### src/hdl/rau_pkg.sv
// shared types and constants for the rational arithmetic unit
package rau_pkg;

  localparam int OperandWidthDefault = 32;

  typedef enum logic [2:0] {
    ACT_ADD = 3'd0,
    ACT_SUB = 3'd1,
    ACT_MUL = 3'd2,
    ACT_DIV = 3'd3,
    ACT_CMP = 3'd4
  } action_t;

  // sequencer states of the top level
  typedef enum logic [3:0] {
    ST_IDLE,
    ST_RED_A,
    ST_WAIT_A,
    ST_RED_B,
    ST_WAIT_B,
    ST_MUL1,
    ST_MUL2,
    ST_FORM,
    ST_RED_R,
    ST_WAIT_R,
    ST_OUT
  } state_t;

  // divider unit states
  typedef enum logic [2:0] {
    DV_IDLE,
    DV_GCD,
    DV_QN,
    DV_QD,
    DV_DONE
  } dv_state_t;

  typedef struct packed {
    logic start;
  } red_ctl_t;

  typedef struct packed {
    logic busy;
    logic done;
  } red_sts_t;

endpackage

### src/hdl/rau_reduce.sv
// reduces a magnitude pair to lowest terms with one shared restoring divider
module rau_reduce (
  input  logic                 clk,
  input  logic                 rst_n,
  input  rau_pkg::red_ctl_t    ctl,
  input  logic [63:0]          x_in,
  input  logic [63:0]          y_in,
  output rau_pkg::red_sts_t    sts,
  output logic [63:0]          x_out,
  output logic [63:0]          y_out
);
  import rau_pkg::*;

  dv_state_t   st_r, st_nxt;
  logic [63:0] x_r, y_r;        // original values
  logic [63:0] ga_r, gb_r;      // euclid pair
  logic [63:0] dvd_r, rem_r, quo_r;
  logic [63:0] dvs_r;
  logic [6:0]  cnt_r;
  logic [63:0] qn_r;
  logic [64:0] trial;
  logic [63:0] rem_sh;
  logic        div_last;

  assign rem_sh   = {rem_r[62:0], dvd_r[63]};
  assign trial    = {1'b0, rem_sh} - {1'b0, dvs_r};
  assign div_last = (cnt_r == 7'd63);

  always_comb begin
    st_nxt = st_r;
    unique case (st_r)
      DV_IDLE: if (ctl.start) st_nxt = DV_GCD;
      DV_GCD:  if (gb_r == 64'd0) st_nxt = DV_QN;
               else if (div_last) st_nxt = DV_GCD;
      DV_QN:   if (div_last) st_nxt = DV_QD;
      DV_QD:   if (div_last) st_nxt = DV_DONE;
      DV_DONE: st_nxt = DV_IDLE;
      default: st_nxt = DV_IDLE;
    endcase
  end

  always_ff @(posedge clk) begin
    if (!rst_n) begin
      st_r  <= DV_IDLE;
      cnt_r <= '0;
    end else begin
      st_r <= st_nxt;
      unique case (st_r)
        DV_IDLE: begin
          cnt_r <= '0;
          if (ctl.start) begin
            x_r <= x_in;  y_r <= y_in;
            ga_r <= x_in; gb_r <= y_in;
            dvd_r <= x_in; dvs_r <= y_in; rem_r <= '0;
          end
        end
        DV_GCD, DV_QN, DV_QD: begin
          if (st_r == DV_GCD && gb_r == 64'd0) begin
            // gcd found in ga, start quotient x / g
            cnt_r <= '0; dvd_r <= x_r; dvs_r <= ga_r; rem_r <= '0;
          end else begin
            dvd_r <= {dvd_r[62:0], ~trial[64]};
            rem_r <= trial[64] ? rem_sh : trial[63:0];
            cnt_r <= cnt_r + 7'd1;
            if (div_last) begin
              cnt_r <= '0;
              rem_r <= '0;
              quo_r <= {dvd_r[62:0], ~trial[64]};
              if (st_r == DV_GCD) begin
                ga_r <= gb_r;
                gb_r <= trial[64] ? rem_sh : trial[63:0];
                dvd_r <= gb_r;
                dvs_r <= trial[64] ? rem_sh : trial[63:0];
              end else if (st_r == DV_QN) begin
                qn_r  <= {dvd_r[62:0], ~trial[64]};
                dvd_r <= y_r;
              end
            end
          end
        end
        default: ;
      endcase
    end
  end

  assign sts.busy = (st_r != DV_IDLE);
  assign sts.done = (st_r == DV_DONE);
  assign x_out    = qn_r;
  assign y_out    = quo_r;
endmodule

### config.mk
export PLATFORM = sky130hd
export DESIGN_NAME = rau_reduce
export DESIGN_NICKNAME = d
export VERILOG_FILES = /design/src/hdl/rau_pkg.sv /design/src/hdl/rau_reduce.sv
export SDC_FILE = /design/constraint.sdc
export NUM_CORES = 1
export LEC_CHECK = 0
export BUFFER_PORTS_ARGS = -buffer_cell sky130_fd_sc_hd__clkbuf_2
export CAP_MARGIN = 20
export CELL_PAD_IN_SITES_DETAIL_PLACEMENT = 0
export CELL_PAD_IN_SITES_GLOBAL_PLACEMENT = 2
export CORE_AREA = 8 8 282 421
export DETAILED_ROUTE_END_ITERATION = 8
export DIE_AREA = 0 0 290 429
export PLACE_DENSITY = 0.66
export SYNTH_ARGS = -nofsm -noshare
export SYNTH_HDL_FRONTEND = slang
export SYNTH_SLANG_ARGS = --single-unit
### constraint.sdc
create_clock -name clk -period 22.6 [get_ports clk]
set_input_delay 1.13 -clock clk [delete_from_list [all_inputs] [get_ports clk]]
set_output_delay 1.13 -clock clk [all_outputs]
set_load 0.005 [all_outputs]
### Word-level counts from Yosys, hierarchy flattened

Index checks and enable logic that the tools add are counted.

* add/subtract/negate cells: 2
* bitwise operators: 3
* mux-type cells: 31
* reduce and logical (&&, ||, !) cells: 13
* equality and inequality tests: 14

Operators with widths (number)
* 64-bit two-way mux: 14
* 64-bit case mux with 2 select lines: 4
* 63-bit two-way mux: 3
* 63-bit case mux with 2 select lines: 1
* 64-bit by 64-bit subtractor with 65-bit output: 1
* 64-bit logical NOT: 1
* 3-bit two-way mux: 5
* 7-bit two-way mux: 2
* 7-bit case mux with 2 select lines: 1
* 2-bit inequality test, second input constant: 6
* 3-bit case mux with 4 select lines: 1
* 6-bit AND reduction: 2
* 4-bit AND reduction: 2
* 7-bit by 1-bit adder with 7-bit output, second input constant: 1
* 7-bit by 6-bit equality test with 1-bit output, second input constant: 1
* 3-bit by 2-bit equality test with 1-bit output, second input constant: 2
* 3-bit inequality test, second input constant: 2
* 3-bit AND reduction: 2
* 5-bit AND reduction: 1
* 3-bit by 1-bit equality test with 1-bit output, second input constant: 1
* 3-bit equality test, second input constant: 1
* 3-bit logical NOT: 1
* 3-bit by 2-bit inequality test with 1-bit output, second input constant: 1
* 1-bit NOT: 3
* other kinds (4): 4

* output and inout port bits: 130
* word-level logic and storage cells: 74
* flip-flop bits (word level): 585

### Depth between registers and ports, before layout

Gate-level depths: netlist of the first run.

* depth in word-level cells: 7
* gate-level depth with buffers: 17

### Worst setup path after synthesis of the first run

OpenSTA, ideal clock, no wires.

* kind: input -> register
* from: input port ctl
* to: register ga_r[0] (enable)
* cell stages on the path: 4
* setup time: 0.805 ns
* data required time: 21.795 ns
* arrival: 20.708 ns
* setup slack: 1.087 ns
* cells stage by stage: nor3_1 nor3b_1 nand2b_1 a211oi_1

* word-level cells in the longest chain between the ends: 2

Ends and longest elaborated chain
* start: declaration: RTL line rau_reduce.sv:5 `input rau_pkg::red_ctl_t ctl,`
* 2-bit inequality test (no source line)
* 6-bit AND reduction (no source line)
* end signal: assignment: RTL line rau_reduce.sv:53 `ga_r <= x_in; gb_r <= y_in;`
* end signal: assignment: RTL line rau_reduce.sv:70 `ga_r <= gb_r;`
* end: declaration: RTL line rau_reduce.sv:16 `logic [63:0] ga_r, gb_r;`

Every way passes these cells.
A chain may end at the register's enable or synchronous reset.

### Final worst setup path of the first run

* from: register gb_r[14]
* to: register dvd_r[17], data pin

* word-level cells in the longest chain between the ends: 4

Ends and longest elaborated chain
* start: declaration: RTL line rau_reduce.sv:16
* start signal: assignment: RTL line rau_reduce.sv:53
* start signal: assignment: RTL line rau_reduce.sv:71 `gb_r <= trial[64] ? rem_sh : trial[63:0];`
* 64-bit logical NOT: RTL line rau_reduce.sv:58 `if (st_r == DV_GCD && gb_r == 64'd0) begin`
* 1-bit logical AND: RTL line rau_reduce.sv:58
* 64-bit two-way mux: RTL line rau_reduce.sv:58
* 64-bit case mux with 2 select lines: RTL line rau_reduce.sv:48 `unique case (st_r)`
* end signal: assignment: RTL line rau_reduce.sv:62 `dvd_r <= {dvd_r[62:0], ~trial[64]};`
* end signal: assignment: RTL line rau_reduce.sv:72 `dvd_r <= gb_r;`
* end signal: assignment: RTL line rau_reduce.sv:76 `dvd_r <= y_r;`
* end: declaration: RTL line rau_reduce.sv:17 `logic [63:0] dvd_r, rem_r, quo_r;`

Every way passes these cells.

==> out/metrics.csv, run 1 <==
stage,metric,value,unit
critical_path,critPathRequiredTime,22950,ps
cts,clk_pin_slew,60,ps
yosys,avgSynthCellArea,11.4,um^2
yosys,dominantRegCellSynth,edfxtp_1,
yosys,yosysWarningCount,0,
critical_path,end_kind,register,
worst_hold_path,holdPathEnd,x_out[16],
cells_and_area,drive_gt1_share,16.2,%
yosys,synthCells,2460,
cells_and_area,design_area,32900,um^2
critical_path,worstPathMaxFanout,64,
global_routing,grt_util_met2,27.3,%
critical_path,r2r_cells,9,
critical_path,arrival,6140,ps
routing,drt_iter0_markers,1406,
die,die_w,290,um
yosys,yosys-top-cells-area,"edfxtp_1 (62%), nand2_1 (5.5%), a21oi_1 (3.0%)",
global_routing,busiest_layer,met2,
place,portBuffers,260,
timing,fmax,173,MHz
yosys,ys_top_cells_by_count,"edfxtp_1 (575), nand2_1 (406), nor2_1 (203)",
worst_hold_path,hp-class,reg2reg,
cts,cts_root_buffer,clkbuf_16,
cts,tritoncts,done,
routing,first_pass_iters,5,
timing,fin_worst_skew,33.0,ps
yosys,syn-num-nets,2657,
cts,cts_made_buffers,67,
place,hpwlAfterDp,69000,um
timing,holdWs,476,ps
place,dp_slack,16960,ps
timing,setup_viol,0,
job,cap_violations,0,
critical_path,rr_startpoint,gb_r[14],
yosys,synth_fa_ha_area_share,2.98,%
die,die_area,124000,um^2
cts,clk_latency,650,ps
global_routing,grt_max_degree,207,
yosys,synth_edf_count,575,
critical_path,startpoint_type,register,
timing,fin_setup_tns,0,ps
outcome,outcome,finished clean,
cts,cts_max_level,3,
cells_and_area,area_delta_synth_final,17.9,%
global_routing,grt_pass1_vias,21200,
cts,postCtsHoldBufs,0,
global_routing,gr-usage-met3,2.46,%
routing,avgViaCountPerCell,4.85,
yosys,yosysUniqueCellTypes,82,
power,ir_drop,0.126,mV
critical_path,path_class,reg2reg,
power,leakage,11.9,nW
critical_path,startpoint,gb_r[14],
power,p_per_area,161,nW/um^2
timing,timing.final.ws_setup,16810,ps
place,globalplace.congestion,0.838,
cts,cts_buffer_depth,3,
die,die_h,429,um
yosys,synth_compound_area_share,16.4,%
global_routing,grt_pass1_wl,143000,um
yosys,synthSimpleGateAreaFrac,11.8,%
routing,drc,0,
cts,cts.sinks,585,
die,initial_core_util,24.9,%
timing,hold_viol,0,
routing,routedWlPerCell,23.1,um
yosys,synth.most_common_cell,edfxtp_1,
yosys,synthXorXnorAreaFrac,1.91,%
cts,cts_post_setup_buffers_inserted,0,
yosys,async_flop_share,0,%
cells_and_area,fin_nets,2863,
routing,ant_nets,0,
yosys,synth_area,27900,um^2
timing,rsz0062_at_grt,no,
global_routing,track_usage,15.0,%
place,place_area,30700,um^2
die,num_rows,151,
timing,relSlewSlack,22.1,%
routing,drt_wl_total,96400,um
worst_hold_path,hold_depth,0,
cts,cts_resized,0,
timing,slew_viol_final,0,
global_routing,grt_use_met1,17.3,%
die,core-area,112000,um^2
yosys,yosysSeqAreaShare,62.5,%
yosys,yosys.area.top_type_share,61.8,%
yosys,synth_mux_area_share,0.958,%
timing,timing.final.crit_period,5790,ps
die,io_pins,261,
timing,worst_pin_slew,1160,ps
critical_path,regToRegSetupSlack,16810,ps
worst_hold_path,hold_start,dvd_r[15],
critical_path,timing.rr.end,dvd_r[17],
global_routing,grt.overflow.total,0,
yosys,ys_ff_latch,585,
yosys,synth_top_family_by_area,compound AO/OA/AOI/OAI gates,
global_routing,antenna_found_initial,3,
timing,fin_crit_sh,25.6,%
routing,vias,20300,
power,power.total,5.31,mW
yosys,yosysTopAreaCell,edfxtp_1,
==> cells in the final DEF (no fill, tap or decap), types with 11 or more instances in the layout <==
cell	count
nand2b_1	11
mux2i_1	23
a31oi_1	14
clkbuf_16	67
clkinv_1	12
a21o_1	41
buf_4	20
a211oi_1	71
nor2_1	197
clkbuf_2	260
ha_1	65
and2_1	15
nand4_1	30
nand3_1	21
nor4_1	20
o21ai_0	123
o22ai_1	69
o21bai_1	18
inv_1	85
o21ai_1	79
xor2_1	26
a21oi_1	168
edfxtp_1	575
nor3_1	13
nand2_1	403
o211ai_1	51
xnor2_1	35
o21a_1	13
==> cell families (layout without fill, tap and decap cells) <==
| logic type | count (synthesis) | count (layout) |
|---|---|---|
| fa+ha+maj | 66 | 66 |
| flops | 585 | 585 |
| xor+xnor | 61 | 61 |
| simple gates | 769 | 769 |
| compound gates | 720 | 720 |
| other cells | 0 | 3 |
| mux | 26 | 26 |
| buf+inv | 233 | 494 |
==> worst max-delay path by stage <==
stage,to,slack (ps),depth (start not counted)
CTS,dvd_r[31],16960,9
global route,dvd_r[31],16700,9
global placement,dvd_r[31],16990,9
detailed placement,dvd_r[17],16960,9
finish,dvd_r[17],16810,9
floorplan,ga_r[0],1090,4
==> worst max-delay path, stage by stage (launching register included) <==
cell and delay [ps]:
edfxtp_1 410, nor4_1 600, nand4_1 610, nor4_1 1140, and2_4 800, buf_4 710
buf_4 700, a211oi_1 130, a21oi_1 190, o21ai_1 70
==> through the flow <==
stage	std cells	util, %
3_5_place_dp	4049	27.3
2_1_floorplan	2460	-
5_1_grt	4174	29.3
6_report	4177	29.3
3_3_place_gp	4049	27.3
4_1_cts	4173	29.3
==> sequential cells by signal, indices dropped and copies added, names as in the netlist <==
name,cells
gb_r,64
y_r,64
st_r,3
cnt_r,7
rem_r,63
dvd_r,64
x_r,64
ga_r,64
y_out,64
dvs_r,64
x_out,64
==> area by class of cell <==
class | count | area (um^2)
Timing Repair Buffer | 284 | 1540
Sequential cell | 585 | 17500
Fill cell | 11600 | 79500
Multi-Input combinational cell | 1642 | 9610
Tap cell | 1453 | 1820
Clock inverter | 45 | 438
Inverter | 86 | 325
Antenna cell | 3 | 7.51
Clock buffer | 79 | 1740
==> per-layer routing <==
| metal | part of all wire [%] | routed length (um) |
|---|---|---|
| met3 | 4.3 | 4130 |
| met5 | 0 | 0 |
| met2 | 52 | 49800 |
| met1 | 40 | 38500 |
| met4 | 4.1 | 3930 |
==> where the power goes <==
group / internal, mW / switching, mW / total [mW]
sequential: 1.66 / 0.174 / 1.84
clock: 0.609 / 0.477 / 1.09
combinational: 0.755 / 1.63 / 2.38
total: 3.03 / 2.28 / 5.31
Note: power is estimated with default switching activity, not from simulation.
==> inputs of run 2 (changes only) <==
--- a/config.mk
+++ b/config.mk
@@ -12,7 +12,7 @@
 export CORE_AREA = 8 8 282 421
 export DETAILED_ROUTE_END_ITERATION = 8
 export DIE_AREA = 0 0 290 429
-export PLACE_DENSITY = 0.66
+export PLACE_DENSITY = 0.64
 export SYNTH_ARGS = -nofsm -noshare
 export SYNTH_HDL_FRONTEND = slang
 export SYNTH_SLANG_ARGS = --single-unit
==> constraint.sdc (replaced) <==
create_clock -name clk -period 5.7 [get_ports clk]
set_input_delay 0.285 -clock clk [delete_from_list [all_inputs] [get_ports clk]]
set_output_delay 0.285 -clock clk [all_outputs]
set_load 0.005 [all_outputs]
==> out/metrics.csv, run 2 (same netlist as run 1, synthesis figures left out) <==
stage,metric,value,unit
routing,routedWlPerCell,22.7,um
critical_path,end_kind,register,
timing,fin_worst_skew,38.8,ps
place,portBuffers,260,
routing,avgViaCountPerCell,4.84,
cts,cts_root_buffer,clkbuf_16,
timing,timing.final.crit_period,4340,ps
cells_and_area,area_delta_synth_final,22.5,%
timing,setup_viol,0,
timing,hold_viol,0,
cts,cts.sinks,585,
cells_and_area,seqCellArea,17500,um^2
power,leakage,12.5,nW
die,die_h,429,um
routing,drt_wl_total,97900,um
cells_and_area,multiInputGateArea,9620,um^2
place,place_area,30800,um^2
routing,drt_iter0_markers,1396,
timing,fin_crit_sh,76.2,%
cells_and_area,design_area,34200,um^2
cts,cts_resized,0,
critical_path,arrival,4690,ps
global_routing,track_usage,15.2,%
critical_path,path_cells,nor4_1 > nand4_1 > nor4_1 > and2_4 > buf_12 > a21oi_1 > o21ai_0,
global_routing,grt.overflow.total,0,
critical_path,worstPathMaxFanout,183,
power,p_per_area,614,nW/um^2
die,num_rows,151,
cells_and_area,drive_gt1_share,15.4,%
die,core-area,112000,um^2
routing,ant_nets,0,
critical_path,path_class,reg2reg,
global_routing,grt_pass1_wl,145000,um
outcome,outcome,finished clean,
critical_path,startpoint_type,register,
critical_path,max_stage_delay,890,ps
cells_and_area,fin_nets,3001,
cts,clk_pin_slew,60,ps
cells_and_area,final.fill_count,11500,
power,ir_drop,0.414,mV
cells_and_area,mostFrequentLayoutCells,"edfxtp_1 (575), nand2_1 (403), clkbuf_2 (260)",
routing,vias,20900,
cts,clk_latency,640,ps
cells_and_area,antenna_cells,0,
job,cap_violations,0,
timing,rsz0062_at_grt,no,
timing,fmax,230,MHz
critical_path,crit_top_cell,nor4_1,
cts,cts_made_buffers,67,
die,io_pins,261,
global_routing,grt_pass1_vias,22200,
cts,cts_max_level,3,
critical_path,critical_path.slowest_cell,nor4_1,
worst_hold_path,hp-class,in2reg,
timing,worst_pin_slew,1100,ps
timing,fin_setup_tns,0,ps
timing,slew_viol_final,0,
global_routing,antenna_found_initial,2,
routing,first_pass_iters,5,
place,globalplace.congestion,0.861,
cells_and_area,layout_commonest_cell,edfxtp_1,
routing,drc,0,
global_routing,grt_max_degree,187,
die,die_area,124000,um^2
critical_path,critPathRequiredTime,6040,ps
cts,cts_post_setup_buffers_inserted,0,
timing,relSlewSlack,26.7,%
die,initial_core_util,24.9,%
power,power.total,21.0,mW
cts,tritoncts,done,
die,die_w,290,um
cts,cts_buffer_depth,3,
place,hpwlAfterDp,70100,um
-- run 2: metrics by stage --
stage	instances	setup WS (ps)	hold WS, ps	utilization, %
after detailed placement	4060	1350	464	27.4
after CTS	4304	1330	69.5	30.4
after global placement	4059	968	459	27.4
after global routing	4304	1090	95.8	30.4
after floorplan	2460	-2290	384	-
final	4304	1360	75.7	30.4
-- run 2: what timing repair did --
| action | in CTS | in global routing |
|---|---|---|
| hold buffers | 128 | 0 |
| endpoints found under the hold margin | 231 | 0 |
| setup endpoints to repair | 0 | 0 |
-- run 2: path summary, 6_finish.rpt --
kind	slack, ps	cells past startpoint	from	end
setup / recovery	1360	7	gb_r[14]	dvd_r[63]
hold / removal	80	2	rst_n	st_r[1]
setup reg to reg	1360	7	gb_r[14]	dvd_r[63]
hold reg to reg	480	0	dvd_r[13]	y_out[14]
-- run 2: layer usage --
layer	vias to the layer above	GRT usage (%)	part of all wire (%)
li1	9858	-	-
met1	10300	17.4	40
met3	134	2.48	3.9
met5	-	0	0.013
met2	545	28.4	53
met4	2	5.41	3.3
-- run 2: area by class of cell --
cell class                 count  share of cell area (%)
multi-input combinational   1642                    28.1
sequential                   585                    51.0
clock buffer                  84                    5.21
timing repair buffer         422                    8.44
tap                         1453                    5.31
clock inverter                32                   0.950
inverter                      86                   0.950
-- run 2: worst max-delay path: cells and delay by family, from the launching register on --
| kind | cells | cell delay [ps] |
|---|---|---|
| DFF | 1 | 400 |
| and+or+nand+nor | 4 | 2190 |
| buffers and inverters | 1 | 530 |
| AOI/OAI and AO/OA | 2 | 680 |
-- run 2: power by group --
part           switching (mW)  internal [mW]
Clock                    1.86           2.38
Sequential              0.720           6.59
Combinational            6.40           3.06
